--- src/sv/cga_graphics_pixel_fetch_unit_defines.svh ---
// assertion macros for the cga graphics pixel fetch unit
`ifndef CGA_GRAPHICS_PIXEL_FETCH_UNIT_DEFINES_SVH
`define CGA_GRAPHICS_PIXEL_FETCH_UNIT_DEFINES_SVH

// same-cycle implication, checked out of reset
`define CGAPF_ASSERT_IMP(label, clk, rst_n, ante, cons, msg) \
  label: assert property (@(posedge clk) disable iff (!rst_n) (ante) |-> (cons)) \
    else $error(msg);

// next-cycle implication, checked out of reset
`define CGAPF_ASSERT_NXT(label, clk, rst_n, ante, cons, msg) \
  label: assert property (@(posedge clk) disable iff (!rst_n) (ante) |=> (cons)) \
    else $error(msg);

`endif

--- src/sv/cgapf_pkg.sv ---
// shared types, codes and color tables for the cga graphics pixel fetch unit
package cgapf_pkg;

  // word command codes
  localparam logic CMD_WRITE = 1'b0;
  localparam logic CMD_READ  = 1'b1;

  // configuration register indexes
  typedef enum logic [2:0] {
    CFG_HIRES     = 3'd0,
    CFG_PALETTE   = 3'd1,
    CFG_BORDER    = 3'd2,
    CFG_START     = 3'd3,
    CFG_SCROLL_EN = 3'd4,
    CFG_HSCROLL   = 3'd5
  } cfg_idx_t;

  localparam int CFG_IDX_W = 3;

  // screen geometry
  localparam logic [10:0] WIDTH_HI      = 11'd640;
  localparam logic [10:0] WIDTH_LO      = 11'd320;
  localparam logic [7:0]  SCREEN_ROWS   = 8'd200;
  localparam int          SCROLL_W      = 11;
  localparam int          SCROLL_STEPS  = 3;

  // hires foreground colors
  localparam logic [3:0] COLOR_WHITE = 4'hF;
  localparam logic [3:0] COLOR_LGRAY = 4'h7;

  // pixel position info handed to the color stage
  typedef struct packed {
    logic       hires;
    logic [2:0] pos;
  } pix_sel_t;

  typedef struct packed {
    logic [5:0] red;
    logic [5:0] green;
    logic [5:0] blue;
  } rgb_t;

  // 16-entry cga color table
  function automatic rgb_t rgb_of(input logic [3:0] idx);
    rgb_t c;
    case (idx)
      4'd0:    c = '{6'h00, 6'h00, 6'h00};
      4'd1:    c = '{6'h00, 6'h00, 6'h2A};
      4'd2:    c = '{6'h00, 6'h2A, 6'h00};
      4'd3:    c = '{6'h00, 6'h2A, 6'h2A};
      4'd4:    c = '{6'h2A, 6'h00, 6'h00};
      4'd5:    c = '{6'h2A, 6'h00, 6'h2A};
      4'd6:    c = '{6'h2A, 6'h15, 6'h00};
      4'd7:    c = '{6'h2A, 6'h2A, 6'h2A};
      4'd8:    c = '{6'h15, 6'h15, 6'h15};
      4'd9:    c = '{6'h15, 6'h15, 6'h3F};
      4'd10:   c = '{6'h15, 6'h3F, 6'h15};
      4'd11:   c = '{6'h15, 6'h3F, 6'h3F};
      4'd12:   c = '{6'h3F, 6'h15, 6'h15};
      4'd13:   c = '{6'h3F, 6'h15, 6'h3F};
      4'd14:   c = '{6'h3F, 6'h3F, 6'h15};
      default: c = '{6'h3F, 6'h3F, 6'h3F};
    endcase
    return c;
  endfunction

  // low-res sets {2,4,6} {3,5,7} {10,12,14} {11,13,15}
  function automatic logic [3:0] lowres_color(input logic [1:0] psel, input logic [1:0] pix);
    return {psel[1], pix, psel[0]};
  endfunction

endpackage

--- src/sv/cgapf_color.sv ---
// pixel extraction from a fetched byte and palette lookup
module cgapf_color (
  input  logic                data_byte_i,
  input  logic [7:0]          data_byte,
  input  cgapf_pkg::pix_sel_t sel,
  input  logic [1:0]          palette_select,
  input  logic [3:0]          border_color,
  output logic [1:0]          color_index,
  output cgapf_pkg::rgb_t     rgb
);

  logic [1:0] pix;
  logic [3:0] pal_idx;

  // pick the pixel bits, leftmost pixel in the top bits
  always_comb begin
    if (sel.hires) begin
      pix = {1'b0, data_byte[~sel.pos]};
    end else begin
      case (sel.pos[1:0])
        2'd0:    pix = data_byte[7:6];
        2'd1:    pix = data_byte[5:4];
        2'd2:    pix = data_byte[3:2];
        default: pix = data_byte[1:0];
      endcase
    end
  end

  // palette: zero shows the border color
  always_comb begin
    if (pix == 2'd0) begin
      pal_idx = border_color;
    end else if (sel.hires) begin
      pal_idx = palette_select[1] ? cgapf_pkg::COLOR_WHITE : cgapf_pkg::COLOR_LGRAY;
    end else begin
      pal_idx = cgapf_pkg::lowres_color(palette_select, pix);
    end
  end

  assign color_index = pix & {2{data_byte_i}};
  assign rgb         = cgapf_pkg::rgb_of(pal_idx);

endmodule
--- config.mk ---
export PLATFORM = sky130hd
export DESIGN_NAME = cgapf_color
export DESIGN_NICKNAME = d
export VERILOG_FILES = /design/src/sv/cga_graphics_pixel_fetch_unit_defines.svh /design/src/sv/cgapf_pkg.sv /design/src/sv/cgapf_color.sv
export SDC_FILE = /design/constraint.sdc
export NUM_CORES = 1
export LEC_CHECK = 0
export ABC_AREA = 0
export ABC_CLOCK_PERIOD_IN_PS = 2150
export BUFFER_PORTS_ARGS = -buffer_cell sky130_fd_sc_hd__buf_2
export CORE_AREA = 2 2 39 41
export DETAILED_ROUTE_END_ITERATION = 6
export DIE_AREA = 0 0 41 43
export GPL_ROUTABILITY_DRIVEN = 0
export GPL_TIMING_DRIVEN = 0
export PLACE_DENSITY = 0.69
export SLEW_MARGIN = 15
export SYNTH_ARGS = -nofsm -noshare
export SYNTH_HDL_FRONTEND = slang
export SYNTH_SLANG_ARGS = --single-unit
--- constraint.sdc ---
create_clock -name vclk -period 2.15
set_input_delay 0.1075 -clock vclk [all_inputs]
set_output_delay 0.1075 -clock vclk [all_outputs]
set_load 0.01 [all_outputs]
==> flow_summary.ini <==
[synthesis]
yosys-top-cells-area = buf_4, mux2i_1, a2bb2oi_4
syn_inst = 52
ys_warn_count = 0
synth-seq-area-share_pct = 0
syn_nets = 71
ys_types = 28
avgSynthCellArea_sq_um = 7.82
yosys.area.top_type = buf_4
synth_area_sq_um = 407
yosysTopAreaCellShare_pct = 24.0
synth_top_cells_by_count = buf_4, mux2i_1, nand2_1, nand2b_1, nand3_1
yosysMostFrequentCell = buf_4

[timing]
worstMarginPinSlew_ps = 292
setup_tns_ps = 0
relSlewSlack_pct = 80.3
finalCritPeriodShare_pct = 92.3
drv_slew = 0
final-setup-viol-count = 0
min_period_ps = 1990
fmax_mhz = 504
hold_viol_final = 0
rsz0062_at_grt = false
worst_slack_ps = 165

[floorplan]
dieArea_sq_mm = 0.00176
die_h_um = 43
core_sq_mm = 0.00138
ios = 39
die_x_um = 41
rows = 14
start_util_pct = 29.4

[worst_setup_path]
startpoint = sel[1]
cp_slowest_cell = mux2_2
crit_top_cell = buf_2
end_kind = output pin
cp_data_arrival_time_ps = 1880
slowest_delay_ps = 400
cp-endpoint = rgb[11]
critPathLaunchType = input pin
cp.required_ps = 2040
cp_max_fo = 9
path_class = in2out
path_cells = buf_2, mux2_2, a221oi_2, nor3_1, a41oi_2, a31oi_1, a21oi_1, buf_4, buf_2

[place]
dp.cells = 105
port_buffers = 37
hpwl_um = 865
dpl_cell_area_sq_um = 612
dpl_worst_slack_ps = 136

[clock_tree]
cts_hold_buf = 0
cts.repair.resized = 0
post_cts_buffers = 0

[route]
vias = 487
routed_wirelength_um = 942
first_pass_iters = 2
postRouteAntennaNets = 0
drc = 0
routedWlPerCell_um = 8.97
drtIter0Drc = 1
viasPerCell = 4.64

[grt]
grt_pass1_vias = 379
grt_pass1_wl_um = 1380
grt-ovfl-total = 0
grt_antenna_before_repair = 0
grt_start_max_net_pins = 10
grt_usage_pct = 10.2

[cells_and_area]
clock_buffers = 0
final_area_sq_um = 612
finalNetCount = 110
regArea_sq_um = 0
drive_above_1_share_pct = 66.3
area_growth_pct = 50.5
nFlopsAndLatches = 0
num_antenna_cells = 0
instances_no_fill = 105

[power]
p_leak_nw = 0.324
irDropWorstVdd_uv = 117
cellPowerDensity_mw_per_mm2 = 346

[flow_run]
maxCapViolations = 0

[min_path]
worstHoldPathType = in2out

[run_status]
status = finished, final reports clean
[how the worst min path moves through the flow]
stage | from | to | slack [ps] | cells after the start
floorplan | data_byte_i | color_index[1] | 350 | 1
global placement | data_byte_i | color_index[0] | 520 | 3
detailed placement | data_byte_i | color_index[0] | 530 | 3
CTS | data_byte_i | color_index[0] | 530 | 3
global route | data_byte_i | color_index[0] | 540 | 3
finish | data_byte_i | color_index[0] | 520 | 3
[layer usage]
| layer | vias to the layer above | routed length [um] | global-route usage [%] |
|---|---|---|---|
| met5 | - | 0 | 0 |
| met4 | 0 | 0 | 0 |
| met3 | 0 | 121 | 0 |
| met2 | 29 | 442 | 20.6 |
| met1 | 207 | 377 | 11.5 |
| li1 | 251 | - | - |
[cell families (layout without fill, tap and decap cells)]
group / Yosys count / count (layout) / share of synthesized area (%)
buffers and inverters: 17 / 54 / 29.8
multiplexers: 6 / 6 / 18.5
AND/OR/NAND/NOR: 18 / 18 / 25.2
AO/OA/AOI/OAI: 11 / 11 / 26.5
[area by class of cell]
type	count	area, sq um
Inverter	2	7.51
Multi-Input combinational cell	35	285
Buffer	15	114
Timing Repair Buffer	37	185
Tap cell	16	20.0
Fill cell	160	772
[per-stage QoR]
stage	hold WS, ps	util [%]	power (W)
2_1_floorplan	352	-	0.000143
4_1_cts	528	44.2	0.000215
3_3_place_gp	522	44.2	0.000211
6_report	518	44.2	0.000212
3_5_place_dp	528	44.2	0.000214
5_1_grt	538	44.2	0.000236
[worst max-delay path, delay by kind of cell]
kind            cells  cell delay (ps)
compound gates      4              850
buf+inv             3              430
mux                 1              400
simple gates        1               90
[placed cells by master (no fill, tap or decap), types with 2 or more instances in the layout]
cell type	instances
a21oi_1	2
buf_2	38
buf_4	13
inv_1	2
mux2_2	2
mux2i_1	3
nand2_1	3
nand2b_1	3
nand3_1	3
nor2b_1	2
[report_power, final]
group          internal [W]  switching [W]  total, W
Clock                     0              0         0
Combinational      0.000115      0.0000971  0.000212
Sequential                0              0         0
Total              0.000115      0.0000971  0.000212
Note: power is estimated with default switching activity, not from simulation.
